$ cat src/rtl/aes_ctr_pkg.sv
// Shared types, constants and AES functions for the counter-mode keystream block.
package aes_ctr_pkg;

	localparam int MaxBlocks = 64;
	localparam int NumRounds = 10;
	localparam int MaxBytes = MaxBlocks * 16;

	localparam logic [1:0] REG_KEY_LOW = 2'd0;
	localparam logic [1:0] REG_KEY_HIGH = 2'd1;
	localparam logic [1:0] REG_NONCE = 2'd2;
	localparam logic [1:0] REG_INIT_CTR = 2'd3;

	localparam logic OP_GENERATE = 1'b0;
	localparam logic OP_RESET = 1'b1;

	typedef enum logic [2:0] {
		ST_IDLE,
		ST_EXPAND,
		ST_ROUND,
		ST_OUTPUT
	} ctrl_state_t;

	typedef struct packed {
		logic start_expand;
		logic step_expand;
		logic load_block;
		logic step_round;
		logic load_counter;
		logic advance_counter;
		logic [4:0] valid_bytes;
		logic last;
		logic load_out;
	} dp_cmd_t;

	typedef struct packed {
		logic expand_done;
		logic round_done;
	} dp_status_t;

	function automatic logic [7:0] sbox(input logic [7:0] x);
		logic [7:0] t [256];
		t = '{
		8'h63,8'h7c,8'h77,8'h7b,8'hf2,8'h6b,8'h6f,8'hc5,8'h30,8'h01,8'h67,8'h2b,8'hfe,8'hd7,8'hab,8'h76,
		8'hca,8'h82,8'hc9,8'h7d,8'hfa,8'h59,8'h47,8'hf0,8'had,8'hd4,8'ha2,8'haf,8'h9c,8'ha4,8'h72,8'hc0,
		8'hb7,8'hfd,8'h93,8'h26,8'h36,8'h3f,8'hf7,8'hcc,8'h34,8'ha5,8'he5,8'hf1,8'h71,8'hd8,8'h31,8'h15,
		8'h04,8'hc7,8'h23,8'hc3,8'h18,8'h96,8'h05,8'h9a,8'h07,8'h12,8'h80,8'he2,8'heb,8'h27,8'hb2,8'h75,
		8'h09,8'h83,8'h2c,8'h1a,8'h1b,8'h6e,8'h5a,8'ha0,8'h52,8'h3b,8'hd6,8'hb3,8'h29,8'he3,8'h2f,8'h84,
		8'h53,8'hd1,8'h00,8'hed,8'h20,8'hfc,8'hb1,8'h5b,8'h6a,8'hcb,8'hbe,8'h39,8'h4a,8'h4c,8'h58,8'hcf,
		8'hd0,8'hef,8'haa,8'hfb,8'h43,8'h4d,8'h33,8'h85,8'h45,8'hf9,8'h02,8'h7f,8'h50,8'h3c,8'h9f,8'ha8,
		8'h51,8'ha3,8'h40,8'h8f,8'h92,8'h9d,8'h38,8'hf5,8'hbc,8'hb6,8'hda,8'h21,8'h10,8'hff,8'hf3,8'hd2,
		8'hcd,8'h0c,8'h13,8'hec,8'h5f,8'h97,8'h44,8'h17,8'hc4,8'ha7,8'h7e,8'h3d,8'h64,8'h5d,8'h19,8'h73,
		8'h60,8'h81,8'h4f,8'hdc,8'h22,8'h2a,8'h90,8'h88,8'h46,8'hee,8'hb8,8'h14,8'hde,8'h5e,8'h0b,8'hdb,
		8'he0,8'h32,8'h3a,8'h0a,8'h49,8'h06,8'h24,8'h5c,8'hc2,8'hd3,8'hac,8'h62,8'h91,8'h95,8'he4,8'h79,
		8'he7,8'hc8,8'h37,8'h6d,8'h8d,8'hd5,8'h4e,8'ha9,8'h6c,8'h56,8'hf4,8'hea,8'h65,8'h7a,8'hae,8'h08,
		8'hba,8'h78,8'h25,8'h2e,8'h1c,8'ha6,8'hb4,8'hc6,8'he8,8'hdd,8'h74,8'h1f,8'h4b,8'hbd,8'h8b,8'h8a,
		8'h70,8'h3e,8'hb5,8'h66,8'h48,8'h03,8'hf6,8'h0e,8'h61,8'h35,8'h57,8'hb9,8'h86,8'hc1,8'h1d,8'h9e,
		8'he1,8'hf8,8'h98,8'h11,8'h69,8'hd9,8'h8e,8'h94,8'h9b,8'h1e,8'h87,8'he9,8'hce,8'h55,8'h28,8'hdf,
		8'h8c,8'ha1,8'h89,8'h0d,8'hbf,8'he6,8'h42,8'h68,8'h41,8'h99,8'h2d,8'h0f,8'hb0,8'h54,8'hbb,8'h16};
		return t[x];
	endfunction

	function automatic logic [7:0] rcon(input logic [3:0] r);
		case (r)
			4'd0: return 8'h01;
			4'd1: return 8'h02;
			4'd2: return 8'h04;
			4'd3: return 8'h08;
			4'd4: return 8'h10;
			4'd5: return 8'h20;
			4'd6: return 8'h40;
			4'd7: return 8'h80;
			4'd8: return 8'h1b;
			4'd9: return 8'h36;
			default: return 8'h00;
		endcase
	endfunction

	function automatic logic [7:0] xtime(input logic [7:0] x);
		return {x[6:0], 1'b0} ^ (x[7] ? 8'h1b : 8'h00);
	endfunction

endpackage

$ cat src/rtl/aes_ctr_if.sv
// Valid/ready channel interfaces for requests and keystream blocks.
interface aes_ctr_req_if;
	logic valid;
	logic ready;
	logic opcode;
	logic [10:0] byte_count;
	modport source (output valid, opcode, byte_count, input ready);
	modport sink (input valid, opcode, byte_count, output ready);
endinterface


$ cat src/rtl/aes_ctr_ctrl.sv
// Request sequencer: key expansion, per-block rounds and output handshake.
module aes_ctr_ctrl
	import aes_ctr_pkg::*;
(
	input logic clk,
	input logic arst_n,
	aes_ctr_req_if.sink req,
	input logic out_ready,
	output logic out_valid,
	input dp_status_t status,
	output dp_cmd_t cmd
);

	ctrl_state_t state_q, state_d;
	logic [10:0] remain_q;
	logic out_full_q;
	logic first_q;
	logic [10:0] req_bytes;
	logic block_done;

	assign req_bytes = (req.byte_count > 11'(MaxBytes)) ? 11'(MaxBytes) : req.byte_count;
	assign req.ready = (state_q == ST_IDLE) && !first_q;
	assign out_valid = out_full_q;
	assign block_done = (state_q == ST_ROUND) && status.round_done;

	always_comb begin
		state_d = state_q;
		case (state_q)
			ST_IDLE: begin
				if (first_q) state_d = ST_EXPAND;
				else if (req.valid && req.opcode == OP_RESET) state_d = ST_EXPAND;
				else if (req.valid && req_bytes != 11'd0) state_d = ST_ROUND;
			end
			ST_EXPAND: if (status.expand_done) state_d = ST_IDLE;
			ST_ROUND: if (status.round_done && (!out_full_q || out_ready)) begin
				state_d = (remain_q <= 11'd16) ? ST_IDLE : ST_OUTPUT;
			end
			ST_OUTPUT: state_d = ST_ROUND;
			default: state_d = ST_IDLE;
		endcase
	end

	always_comb begin
		logic go;
		go = req.valid && req.ready;
		cmd = '0;
		cmd.start_expand = (state_q == ST_IDLE) && (first_q || (go && req.opcode == OP_RESET));
		cmd.load_counter = cmd.start_expand;
		cmd.step_expand = (state_q == ST_EXPAND);
		cmd.load_block = ((state_q == ST_IDLE) && go && req.opcode == OP_GENERATE
			&& req_bytes != 11'd0) || (state_q == ST_OUTPUT);
		cmd.step_round = (state_q == ST_ROUND) && !status.round_done;
		cmd.load_out = block_done && (!out_full_q || out_ready);
		cmd.advance_counter = cmd.load_out;
		cmd.valid_bytes = (remain_q >= 11'd16) ? 5'd16 : 5'(remain_q);
		cmd.last = (remain_q <= 11'd16);
	end

	// step_expand on the final index writes round key 10 in the same edge
	always_ff @(posedge clk or negedge arst_n) begin
		if (!arst_n) begin
			state_q <= ST_IDLE;
			remain_q <= '0;
			out_full_q <= 1'b0;
			first_q <= 1'b1;
		end else begin
			state_q <= state_d;
			if (cmd.start_expand) first_q <= 1'b0;
			if ((state_q == ST_IDLE) && req.valid && req.ready) remain_q <= req_bytes;
			else if (cmd.load_out) remain_q <= remain_q - 11'(cmd.valid_bytes);
			if (cmd.load_out) out_full_q <= 1'b1;
			else if (out_ready) out_full_q <= 1'b0;
		end
	end

`ifndef SYNTHESIS
	a_no_req_busy: assert property (@(posedge clk) disable iff (!arst_n)
		(state_q != ST_IDLE) |-> !req.ready) else $error("request taken while busy");
	a_load_needs_room: assert property (@(posedge clk) disable iff (!arst_n)
		(out_full_q && !out_ready) |-> !cmd.load_out) else $error("output overwritten");
	a_remain_bound: assert property (@(posedge clk) disable iff (!arst_n)
		(state_q == ST_ROUND) |-> (remain_q != 11'd0)) else $error("empty block run");
`endif

endmodule

$ cat src/flat_wrapper.sv
// flat-port wrapper written by rule: the top's interface ports become plain ports
module aes_ctr_ctrl_flat import aes_ctr_pkg::*;
  (clk, arst_n, out_ready, out_valid, status, cmd, req_valid, req_opcode, req_byte_count, req_ready);
  aes_ctr_req_if req_i ();
  input logic clk;
  input logic arst_n;
  input logic out_ready;
  output logic out_valid;
  input dp_status_t status;
  output dp_cmd_t cmd;
  input wire logic [$bits(req_i.valid)-1:0] req_valid;
  input wire logic [$bits(req_i.opcode)-1:0] req_opcode;
  input wire logic [$bits(req_i.byte_count)-1:0] req_byte_count;
  output wire logic [$bits(req_i.ready)-1:0] req_ready;
  assign req_i.valid = req_valid;
  assign req_i.opcode = req_opcode;
  assign req_i.byte_count = req_byte_count;
  assign req_ready = req_i.ready;
  aes_ctr_ctrl u_core (.clk(clk), .arst_n(arst_n), .req(req_i), .out_ready(out_ready), .out_valid(out_valid), .status(status), .cmd(cmd));
endmodule
$ cat config.mk
export PLATFORM = sky130hd
export DESIGN_NAME = aes_ctr_ctrl_flat
export DESIGN_NICKNAME = d
export VERILOG_FILES = /design/src/rtl/aes_ctr_pkg.sv /design/src/rtl/aes_ctr_if.sv /design/src/rtl/aes_ctr_ctrl.sv /design/src/flat_wrapper.sv
export SDC_FILE = /design/constraint.sdc
export NUM_CORES = 1
export LEC_CHECK = 0
export BUFFER_PORTS_ARGS = -buffer_cell sky130_fd_sc_hd__buf_2
export CORE_MARGIN = 4
export CORE_UTILIZATION = 50
export CTS_CLUSTER_SIZE = 30
export DETAILED_ROUTE_END_ITERATION = 7
export PLACE_DENSITY = 0.76
export SLEW_MARGIN = 10
export SYNTH_ARGS = -nofsm -noshare
export SYNTH_HDL_FRONTEND = slang
export SYNTH_SLANG_ARGS = --single-unit
$ cat constraint.sdc
create_clock -name clk -period 2.1 [get_ports clk]
set_input_delay 0.42 -clock clk [delete_from_list [all_inputs] [get_ports clk]]
set_output_delay 0.42 -clock clk [all_outputs]
set_load 0.02 [all_outputs]
==> results of run 1 <==
stage by stage:
step	TNS (ns)	cell area [sq um]	total power, mW	setup WS [ns]
5_1_grt	-0.378	1420	1.77	-0.103
6_report	-0.00197	1420	1.67	-0.00197
2_1_floorplan	0	1080	1.11	0.225
4_1_cts	0	1340	1.55	0.0144
3_5_place_dp	0	1280	1.35	0.0202
3_3_place_gp	0	1280	1.31	0.0736
routing by layer:
metal / routed length, um / vias up / share of wire [%] / global-route usage [%]
li1: - / 537 / - / -
met3: 292 / 2 / 9.0 / 4.63
met4: 8 / 0 / 0.25 / 8.71
met5: 0 / - / 0 / 0
met1: 1280 / 560 / 39 / 26.6
met2: 1680 / 71 / 51 / 37.8
flip-flops by register name (all words and copies together) (netlist names):
signal	cells
u_core.first_q	1
u_core.out_valid	1
u_core.remain_q	11
u_core.state_q	2
final timing paths:
kind                                       to          startpoint  slack, ns  depth (start not counted)
setup / recovery                       cmd[2]  u_core.remain_q[5]     -0.002                          4
hold / removal             u_core.remain_q[5]              arst_n       0.02                          1
setup reg to reg           u_core.remain_q[1]  u_core.remain_q[5]       0.23                          7
hold reg to reg                u_core.first_q      u_core.first_q       0.49                          1
max in group asynchronous      u_core.first_q              arst_n       1.78                          1
min in group clk           u_core.remain_q[3]   req_byte_count[3]       0.38                          3
worst max-delay path: cells and delay by family (launching register included):
kind	cells	cell delay [ns]
buffers and inverters	1	0.12
DFF	1	0.40
and+or+nand+nor	3	0.87
logic make-up (layout without fill, tap and decap cells):
kind of cell | count (synthesis) | after routing | share of synthesized area [%]
AOI/OAI and AO/OA | 35 | 35 | 21.6
adders and majority gates | 2 | 2 | 2.31
buffers and inverters | 12 | 54 | 7.28
DFF | 15 | 15 | 34.8
muxes | 5 | 5 | 4.74
other | 2 | 2 | 0.694
and+or+nand+nor | 56 | 56 | 28.6
layout make-up:
type | count | area share [%]
repair buffers | 47 | 20.4
clock buffers | 3 | 1.58
flip-flops and latches | 15 | 26.6
multi-input cells | 100 | 47.9
inverters | 3 | 0.792
well taps | 27 | 2.37
clock inverters | 1 | 0.352
cells in the final DEF (no fill, tap or decap), types with 3 or more instances in the layout:
cell type and n:
sky130_fd_sc_hd__and2_1 3, sky130_fd_sc_hd__clkbuf_4 3, sky130_fd_sc_hd__nand2_1 8, sky130_fd_sc_hd__inv_1 3, sky130_fd_sc_hd__nor2b_1 3, sky130_fd_sc_hd__a21oi_1 9, sky130_fd_sc_hd__nand3_1 6, sky130_fd_sc_hd__nor3_1 4
sky130_fd_sc_hd__dfrtp_1 13, sky130_fd_sc_hd__mux2i_1 4, sky130_fd_sc_hd__buf_4 17, sky130_fd_sc_hd__buf_2 28, sky130_fd_sc_hd__o21ai_0 10, sky130_fd_sc_hd__nor2_1 12
power by group through the flow:
stage	clock [mW]	sequential (mW)	combinational [mW]
2_1_floorplan	0	0.521	0.588
3_3_place_gp	0	0.552	0.761
3_5_place_dp	0	0.562	0.792
4_1_cts	0.170	0.548	0.832
5_1_grt	0.188	0.561	1.02
6_report	0.177	0.546	0.944
timing repair:
action	in CTS	in global routing
resized for setup	3	14
buffers inserted	1	4
endpoints found under the setup margin	5	8
cloned	0	0
pin swaps	0	4
==> impl_summary.log, run 1 <==
[metrics] clock latency on the worst-skew pair: 0.29 ns
[metrics] number of placed I/O pins: 33
[metrics] Post-synth EDFFs: 0
[metrics] via count of the first global-routing pass: just over 1k
[metrics] final RePlAce weighted congestion: around 0.85
[metrics] final count of negative-setup-slack endpoints: 1
[metrics] Post-Route Utilization: between 70 and 80%
[metrics] Main synth FF type: sky130_fd_sc_hd__dfrtp_1
[metrics] fraction of registers with async set or reset after synthesis: 100%
[metrics] clock network power share: 10.6%
[metrics] per-instance average area after synthesis: about 8.5 sq um
[metrics] Post-Place Cells: 187
[metrics] logic gate share of total power: 56.6%
[metrics] final worst-path cycle share: 100%
[metrics] RSZ-0062 raised after global routing: yes
[metrics] Final Hold Fails: 0
[metrics] Starting DRT DRC Count: 77
[metrics] Pins Over Slew Limit: 0
[metrics] Worst Hold Class: in2async
[metrics] number of sinks driven by the clock tree: 15
[metrics] per-cell routed wire length: 16.6 um
[metrics] violated checks: setup timing
[metrics] Die Height: 54.5 um
[metrics] number of standard cells in the final layout excluding fillers: 196
[metrics] Sequential Area: 378 sq um
[metrics] synthesis-stage register bit count: 15
[metrics] proportion of total power due to net switching: 45.1%
[metrics] leading cell type by number of instances after synthesis: sky130_fd_sc_hd__dfrtp_1
[metrics] Hold Worst Slack: 0.0153 ns
[metrics] timing-limited maximum frequency: ~480 MHz
[metrics] clock tree from TritonCTS: yes
[metrics] endpoint required time on the critical path: around 1.7 ns
[metrics] worst ir drop on vdd: 0.000799 V
[metrics] via count: 1170
[metrics] number of antenna violations at the first check in global routing: 0
[metrics] Setup Crit Path Kind: reg2out
[metrics] share of final-layout standard cells stronger than drive strength 1: 39.6%
[metrics] HPWL after detailed placement: approximately 2.2 mm
[metrics] CTS clock-pin slew for the worst setup and hold paths: 0.11 ns
[metrics] core area: 2000 sq um
[metrics] instance count of the mapped netlist: 127
[metrics] sequential group share of total power: 32.8%
[metrics] internal power summed over all cells: 0.915 mW
[metrics] count of distinct cell types in the synthesized netlist: 42
[metrics] number of buffers between clock root and the deepest sink: 2
[metrics] Slowest cell on crit path: sky130_fd_sc_hd__or3_4
[metrics] outcome: finished, violations left
[metrics] delay contributed by the slowest stage of the critical path: around 0.42 ns
[metrics] final setup slack of the worst path: -0.00197 ns
[metrics] part of the Yosys area used for sequential elements: 34.8%
[metrics] CTS Root Buffer Type: sky130_fd_sc_hd__clkbuf_4
[metrics] detailed-routing iteration count for the pre-antenna-repair pass: 4
[metrics] net count of the finished layout: 190
[metrics] area of combinational cells with multiple inputs: ~680 sq um
[metrics] Max Cap Violations: 0
[metrics] largest net degree at the start of global routing: 16
[metrics] post-cts hold buffer count: 0
[metrics] overall die width: 54.5 um
[metrics] total CTS buffers: 3
[metrics] power density cells: 1170 nW/um^2
[metrics] CP startpoint kind: flop
[metrics] Std-Cell Rows: 16
[metrics] Post-synth top cells: sky130_fd_sc_hd__dfrtp_1 (14), sky130_fd_sc_hd__nor2_1 (13), sky130_fd_sc_hd__o21ai_0 (10)
[metrics] fill count: 171
[metrics] Yosys top cell by area: sky130_fd_sc_hd__dfrtp_1
[metrics] DIE AREA: 2970 sq um
[metrics] warning count from the yosys run: 0
[metrics] top cells by area in the synthesized netlist: sky130_fd_sc_hd__dfrtp_1 (32%), sky130_fd_sc_hd__o21ai_0 (4.6%), sky130_fd_sc_hd__nor2_1 (4.5%), sky130_fd_sc_hd__a21oi_1 (4.2%), sky130_fd_sc_hd__mux2i_1 (3.7%)
[metrics] share of the synthesized area in the top cell type: 32.4%
[metrics] data arrival time at the worst-slack endpoint: 1.68 ns
[metrics] layout overhead on the synthesized area: 31.4%
[metrics] Overall Global Routing Usage: 22.0%
[metrics] number of antenna diodes: 0
[metrics] GR Overflow Total: 0
[metrics] Syn Std Cell Area: 1080 sq um
[metrics] antenna violation net count after detailed routing: 0
[metrics] global-route wire length before repair: around 4.6 mm
[metrics] per-cell via count in the routed design: 5.97
[metrics] final WL: 3.26 mm
[metrics] worst path cell trace: or3_4, nor3_4, and2_1, buf_6
[metrics] H-Tree Level Count: 1
[metrics] net load switching power: 0.753 mW
[metrics] count of buffers inserted at the top-level ports: 32
[metrics] final critical path time including I/O delays and setup: approximately 2.1 ns
[metrics] setup skew after layout: 0.0100 ns
[metrics] effective utilization at floorplan: 54.1%
[metrics] total leakage power: 0.641 nW
[metrics] crit end category: output pin
[metrics] post-synth net total: 147
[metrics] crit-path max FO: 5
[metrics] remaining routing DRC violations: 0
No activity file was read; power rests on OpenSTA's default activity.
==> run 2: changes to the inputs <==
--- a/config.mk
+++ b/config.mk
@@ -11,6 +11,8 @@
 export CTS_CLUSTER_SIZE = 30
 export DETAILED_ROUTE_END_ITERATION = 7
 export PLACE_DENSITY = 0.76
+export REMOVE_ABC_BUFFERS = 1
+export SKIP_LAST_GASP = 1
 export SLEW_MARGIN = 10
 export SYNTH_ARGS = -nofsm -noshare
 export SYNTH_HDL_FRONTEND = slang
==> run 2 against run 1 <==
Compared with the run above:
- the run now ends clean
- clock skew shrank 0.0082 ns
- fmax is 0.62% higher
- total power fell by 2.5%
- clock power is essentially flat
- worst hold slack lost 0.0033 ns
- global-route usage rose by 0.29 points
- core utilization is 1.4 points lower
- final cell count fell by 1.0%
- critical endpoint is now cmd[6]
- largest power group unchanged
==> impl_summary.log, run 2 (synthesis results as in run 1) <==
[metrics] outcome: finished, final reports clean
[metrics] Final Hold Fails: 0
[metrics] total CTS buffers: 3
[metrics] share of final-layout standard cells stronger than drive strength 1: about two fifths
[metrics] via count: about 1.2k
[metrics] CP startpoint kind: flop
[metrics] final worst-path cycle share: 99.5%
[metrics] Post-Place Cells: between 150 and 200
[metrics] Biggest register: u_core.remain_q
[metrics] final WL: 3.04 mm
[metrics] most frequent cells in the layout: sky130_fd_sc_hd__buf_2 (28), sky130_fd_sc_hd__buf_4 (16), sky130_fd_sc_hd__nor2_1 (12)
[metrics] HPWL after detailed placement: around 2.2 mm
[metrics] count of buffers inserted at the top-level ports: 32
[metrics] number of sinks driven by the clock tree: 15
[metrics] crit end category: output pin
[metrics] global-route track usage on met2: 36.7%
[metrics] Overall Global Routing Usage: 22.3%
[metrics] Post-Route Utilization: a little over two thirds
[metrics] clock latency on the worst-skew pair: 0.29 ns
[metrics] number of standard cells in the final layout excluding fillers: 194
[metrics] most common cell after layout, fill and taps aside: sky130_fd_sc_hd__buf_2
[metrics] final setup slack of the worst path: ~0.011 ns
[metrics] CTS clock-pin slew for the worst setup and hold paths: 0.10 ns
[metrics] final critical path time including I/O delays and setup: 2.09 ns
[metrics] endpoint required time on the critical path: 1.68 ns
[metrics] net count of the finished layout: between 150 and 200
[metrics] total leakage power: about 0.63 nW
[metrics] per-cell via count in the routed design: 6.02
[metrics] antenna violation net count after detailed routing: 0
[metrics] Setup Crit Path Kind: reg2out
[metrics] Max Cap Violations: 0
[metrics] effective utilization at floorplan: a little over half
[metrics] DIE AREA: 2970 sq um
[metrics] crit-path max FO: 5
[metrics] layout overhead on the synthesized area: 28.9%
[metrics] global-route wire length before repair: 4.71 mm
[metrics] remaining routing DRC violations: 0
[metrics] Starting DRT DRC Count: 54
[metrics] overall die width: 54.5 um
[metrics] number of antenna diodes: 0
[metrics] worst ir drop on vdd: 0.000706 V
[metrics] Global Route met1 Usage: 28.0%
[metrics] met3 Track Usage GR: 3.27%
[metrics] GR Overflow Total: 0
[metrics] per-cell routed wire length: about 16 um
[metrics] largest registers: u_core.remain_q: 11 flops, u_core.state_q: 2 flops
[metrics] RSZ-0062 raised after global routing: yes
[metrics] detailed-routing iteration count for the pre-antenna-repair pass: 4
[metrics] final RePlAce weighted congestion: 0.931
[metrics] core area: 2000 sq um
[metrics] number of buffers between clock root and the deepest sink: 2
[metrics] largest net degree at the start of global routing: 16
[metrics] timing-limited maximum frequency: 479 MHz
[metrics] H-Tree Level Count: 1
[metrics] data arrival time at the worst-slack endpoint: between 1.5 and 2 ns
[metrics] final count of negative-setup-slack endpoints: 0
[metrics] GRT Max-Usage Layer: met2
[metrics] Std-Cell Rows: 16
[metrics] post-cts hold buffer count: 0
[metrics] Worst Hold Class: in2async
[metrics] flip-flop count of the largest register after layout: 11
[metrics] clock tree from TritonCTS: yes
[metrics] Pins Over Slew Limit: 0
[metrics] worst setup slack after placement: 0.0116 ns
[metrics] number of placed I/O pins: 33
[metrics] CTS Root Buffer Type: sky130_fd_sc_hd__clkbuf_4
[metrics] number of antenna violations at the first check in global routing: 0
[metrics] via count of the first global-routing pass: between 1k and 1.5k
[metrics] setup skew after layout: 0.00180 ns
[metrics] power density cells: between 1000 and 1500 nW/um^2
[metrics] Die Height: 54.5 um
==> run 2: cell count changes in the layout (fill, tap and decap cells not counted) <==
cell,change
sky130_fd_sc_hd__clkbuf_1,+1
sky130_fd_sc_hd__nand3_2,-1
sky130_fd_sc_hd__dfrtp_2,+2
sky130_fd_sc_hd__nor2_4,-1
sky130_fd_sc_hd__dfrtp_1,-2
sky130_fd_sc_hd__nand3_1,+1
sky130_fd_sc_hd__clkinv_2,-1
sky130_fd_sc_hd__nor2_2,+1
sky130_fd_sc_hd__buf_4,-1
sky130_fd_sc_hd__buf_6,-1
==> run 2: final cells by class <==
type | count | area (sq um)
Sequential cell | 15 | 380
Fill cell | 155 | 607
Timing Repair Buffer | 45 | 272
Clock buffer | 4 | 26.3
Inverter | 3 | 11.3
Tap cell | 27 | 33.8
Multi-Input combinational cell | 100 | 672
==> run 2: metal layers <==
layer / wire [um] / vias to the layer above
met5: 0 / -
met4: 54 / 0
met3: 268 / 7
met2: 1480 / 63
met1: 1230 / 561
li1: - / 537
==> run 2: path summary, 6_finish.rpt <==
check                                   start            endpoint  slack [ns]  cells after the start
max in group asynchronous              arst_n      u_core.first_q        1.79                      1
setup / recovery           u_core.remain_q[9]              cmd[6]        0.01                      4
setup reg to reg           u_core.remain_q[9]  u_core.remain_q[1]        0.24                      7
min in group clk            req_byte_count[7]  u_core.remain_q[7]        0.36                      3
hold / removal                         arst_n  u_core.remain_q[9]        0.01                      1
hold reg to reg                u_core.first_q      u_core.first_q        0.51                      1
==> run 2: where the power goes <==
| part | internal [mW] | switching (mW) | total, mW | leakage, nW |
|---|---|---|---|---|
| Clock | 0.0740 | 0.104 | 0.178 | 0.0150 |
| Combinational | 0.408 | 0.475 | 0.883 | 0.438 |
| Sequential | 0.416 | 0.149 | 0.565 | 0.174 |
| Total | 0.898 | 0.728 | 1.63 | 0.627 |
==> run 2: repair_timing <==
action                                  4_1_cts  5_1_grt
hold endpoints to repair                      0        0
pin swaps                                     3        3
gates resized for setup                       8        8
buffers inserted                              4        2
endpoints found under the setup margin        5        8
==> run 2: critical path, stage by stage (launching register included) <==
cell and delay [ns]:
sky130_fd_sc_hd__dfrtp_1 0.42, sky130_fd_sc_hd__or3_4 0.40, sky130_fd_sc_hd__nor3_4 0.25, sky130_fd_sc_hd__inv_1 0.12, sky130_fd_sc_hd__buf_2 0.18
==> run 2: stage by stage <==
stage               area [sq um]  TNS (ns)  hold slack (ns)  power (mW)
floorplan                   1010         0            0.124        1.05
global placement            1260         0            0.344        1.28
detailed placement          1260         0            0.347        1.32
CTS                         1340         0           0.0287        1.56
global route                1400    -0.234           0.0478        1.73
finish                      1400         0           0.0120        1.63
==> run 3: changes to the inputs <==
--- a/config.mk
+++ b/config.mk
@@ -10,8 +10,7 @@
 export CORE_UTILIZATION = 50
 export CTS_CLUSTER_SIZE = 30
 export DETAILED_ROUTE_END_ITERATION = 7
-export PLACE_DENSITY = 0.76
-export REMOVE_ABC_BUFFERS = 1
+export PLACE_DENSITY = 0.78
 export SKIP_LAST_GASP = 1
 export SLEW_MARGIN = 10
 export SYNTH_ARGS = -nofsm -noshare
==> run 3 against run 2 <==
Compared with the run above:
- register-to-register slack hardly changed
- non-clock buffer count is 2 lower
- highest routed layer unchanged
- critical endpoint is now cmd[2]
- via count is 1.4% lower
- sequential share of layout area is 0.94 points higher
- flip-flop and latch count stayed put
- fmax is 0.24% lower
- critical path depth stayed put
- setup slack worse by 0.0049 ns
- global-route usage is 0.98 points lower
- die area stayed put
- sequential power hardly changed
- count of clock-buffer cells in the layout stayed put
==> impl_summary.log, run 3 (synthesis results as in run 1) <==
[metrics] overall power: roughly 1.6 mW
[metrics] timing-limited maximum frequency: around 480 MHz
[metrics] post-cts hold buffer count: 0
[metrics] number of standard cells in the final layout excluding fillers: 192
[metrics] CTS Root Buffer Type: sky130_fd_sc_hd__clkbuf_4
[metrics] GR Overflow Total: 0
[metrics] count of buffers inserted at the top-level ports: 32
[metrics] flip-flop count of the largest register after layout: 11
[metrics] overall die width: 54.5 um
[metrics] final count of negative-setup-slack endpoints: 0
[metrics] per-cell routed wire length: 15.7 um
[metrics] Setup Crit Path Kind: reg2out
[metrics] crit-path max FO: 5
[metrics] via count of the first global-routing pass: 1063
[metrics] clock tree from TritonCTS: yes
[metrics] layout overhead on the synthesized area: 24.6%
[metrics] Overall Global Routing Usage: 21.3%
[metrics] global-route wire length before repair: 4.55 mm
[metrics] endpoint required time on the critical path: between 1.5 and 2 ns
[metrics] DIE AREA: slightly below 3000 sq um
[metrics] data arrival time at the worst-slack endpoint: roughly 1.7 ns
[metrics] Biggest register: u_core.remain_q
[metrics] per-cell via count in the routed design: 6.00
[metrics] CTS clock-pin slew for the worst setup and hold paths: 0.10 ns
[metrics] net count of the finished layout: between 150 and 200
[metrics] HPWL after detailed placement: 2.18 mm
[metrics] share of final-layout standard cells stronger than drive strength 1: 36.4%
[metrics] RSZ-0062 raised after global routing: yes
[metrics] number of placed I/O pins: 33
[metrics] number of buffers between clock root and the deepest sink: 2
[metrics] total leakage power: 0.613 nW
[metrics] detailed-routing iteration count for the pre-antenna-repair pass: 4
[metrics] number of antenna diodes: 0
[metrics] largest registers: u_core.remain_q: 11 flops, u_core.state_q: 2 flops
[metrics] effective utilization at floorplan: 54.1%
[metrics] power density cells: 1170 nW/um^2
[metrics] setup skew after layout: between 0.009 and 0.01 ns
[metrics] worst ir drop on vdd: 0.000623 V
[metrics] Final Hold Fails: 0
[metrics] final WL: 3.02 mm
[metrics] Final TNS setup: 0 ns
[metrics] final critical path time including I/O delays and setup: 2.09 ns
[metrics] total CTS buffers: 3
[metrics] H-Tree Level Count: 1
[metrics] remaining routing DRC violations: 0
[metrics] Max Cap Violations: 0
[metrics] clock latency on the worst-skew pair: 0.30 ns
[metrics] Die Height: about 55 um
[metrics] number of sinks driven by the clock tree: 15
[metrics] most common cell after layout, fill and taps aside: sky130_fd_sc_hd__buf_2
[metrics] crit end category: output pin
[metrics] outcome: finished, final reports clean
[metrics] core area: 2000 sq um
[metrics] most frequent cells in the layout: sky130_fd_sc_hd__buf_2 (29), sky130_fd_sc_hd__nor2_1 (13), sky130_fd_sc_hd__buf_4 (13)
[metrics] final worst-path cycle share: 99.7%
[metrics] Starting DRT DRC Count: 41
[metrics] CP startpoint kind: flop
[metrics] Pins Over Slew Limit: 0
[metrics] largest net degree at the start of global routing: 16
[metrics] Std-Cell Rows: 16
[metrics] number of antenna violations at the first check in global routing: 0
[metrics] via count: 1152
[metrics] Post-Place Cells: 185
[metrics] antenna violation net count after detailed routing: 0
[metrics] final RePlAce weighted congestion: 0.851
[metrics] Worst Hold Class: in2async
==> run 3: final cells by class <==
| type | instances | area [sq um] |
|---|---|---|
| inverters | 3 | 11.3 |
| well taps | 27 | 33.8 |
| multi-input cells | 100 | 643 |
| flip-flops and latches | 15 | 380 |
| fillers | 174 | 653 |
| clock buffers | 4 | 26.3 |
| repair buffers | 43 | 254 |
==> run 3: repair_timing <==
item | CTS | global route
cloned | 0 | 0
buffers inserted | 1 | 2
pin swaps | 0 | 3
setup endpoints to repair | 5 | 5
gates resized for setup | 4 | 6
==> run 3: per-stage QoR <==
stage               utilization (%)  cell area, sq um  setup slack [ns]  hold WS [ns]
floorplan                         -              1080             0.225         0.124
global placement               63.4              1270            0.0616         0.341
detailed placement             63.4              1270            0.0480         0.344
CTS                            65.7              1320          0.000125        0.0244
global route                   67.4              1350           -0.0718        0.0414
finish                         67.4              1350           0.00597       0.00909
==> run 3: worst paths after layout <==
path / start / endpoint / slack, ns / cells past startpoint
setup / recovery: u_core.remain_q[5] / cmd[2] / 0.006 / 4
hold / removal: arst_n / u_core.remain_q[7] / 0.009 / 1
setup reg to reg: u_core.remain_q[5] / u_core.remain_q[1] / 0.24 / 7
hold reg to reg: u_core.first_q / u_core.first_q / 0.49 / 1
max in group asynchronous: arst_n / u_core.first_q / 1.77 / 1
min in group clk: req_byte_count[7] / u_core.remain_q[7] / 0.35 / 3
==> run 3: power breakdown <==
part | internal [mW] | switching, mW | leakage, nW
clock | 0.0740 | 0.102 | 0.0150
combinational | 0.371 | 0.459 | 0.424
sequential | 0.417 | 0.150 | 0.174
==> run 3: routing by layer <==
layer | vias to the layer above | GRT usage, % | wire length (um)
li1 | 534 | - | -
met1 | 552 | 26.7 | 1210
met2 | 59 | 35.1 | 1500
met3 | 7 | 3.00 | 242
met4 | 0 | 11.6 | 61
met5 | - | 0 | 0
==> run 3: worst max-delay path, stage by stage (launching register included) <==
cell and delay [ns]:
sky130_fd_sc_hd__dfrtp_2 0.42, sky130_fd_sc_hd__or3_4 0.42, sky130_fd_sc_hd__nor3_4 0.24, sky130_fd_sc_hd__and2_1 0.17
sky130_fd_sc_hd__buf_4 0.14
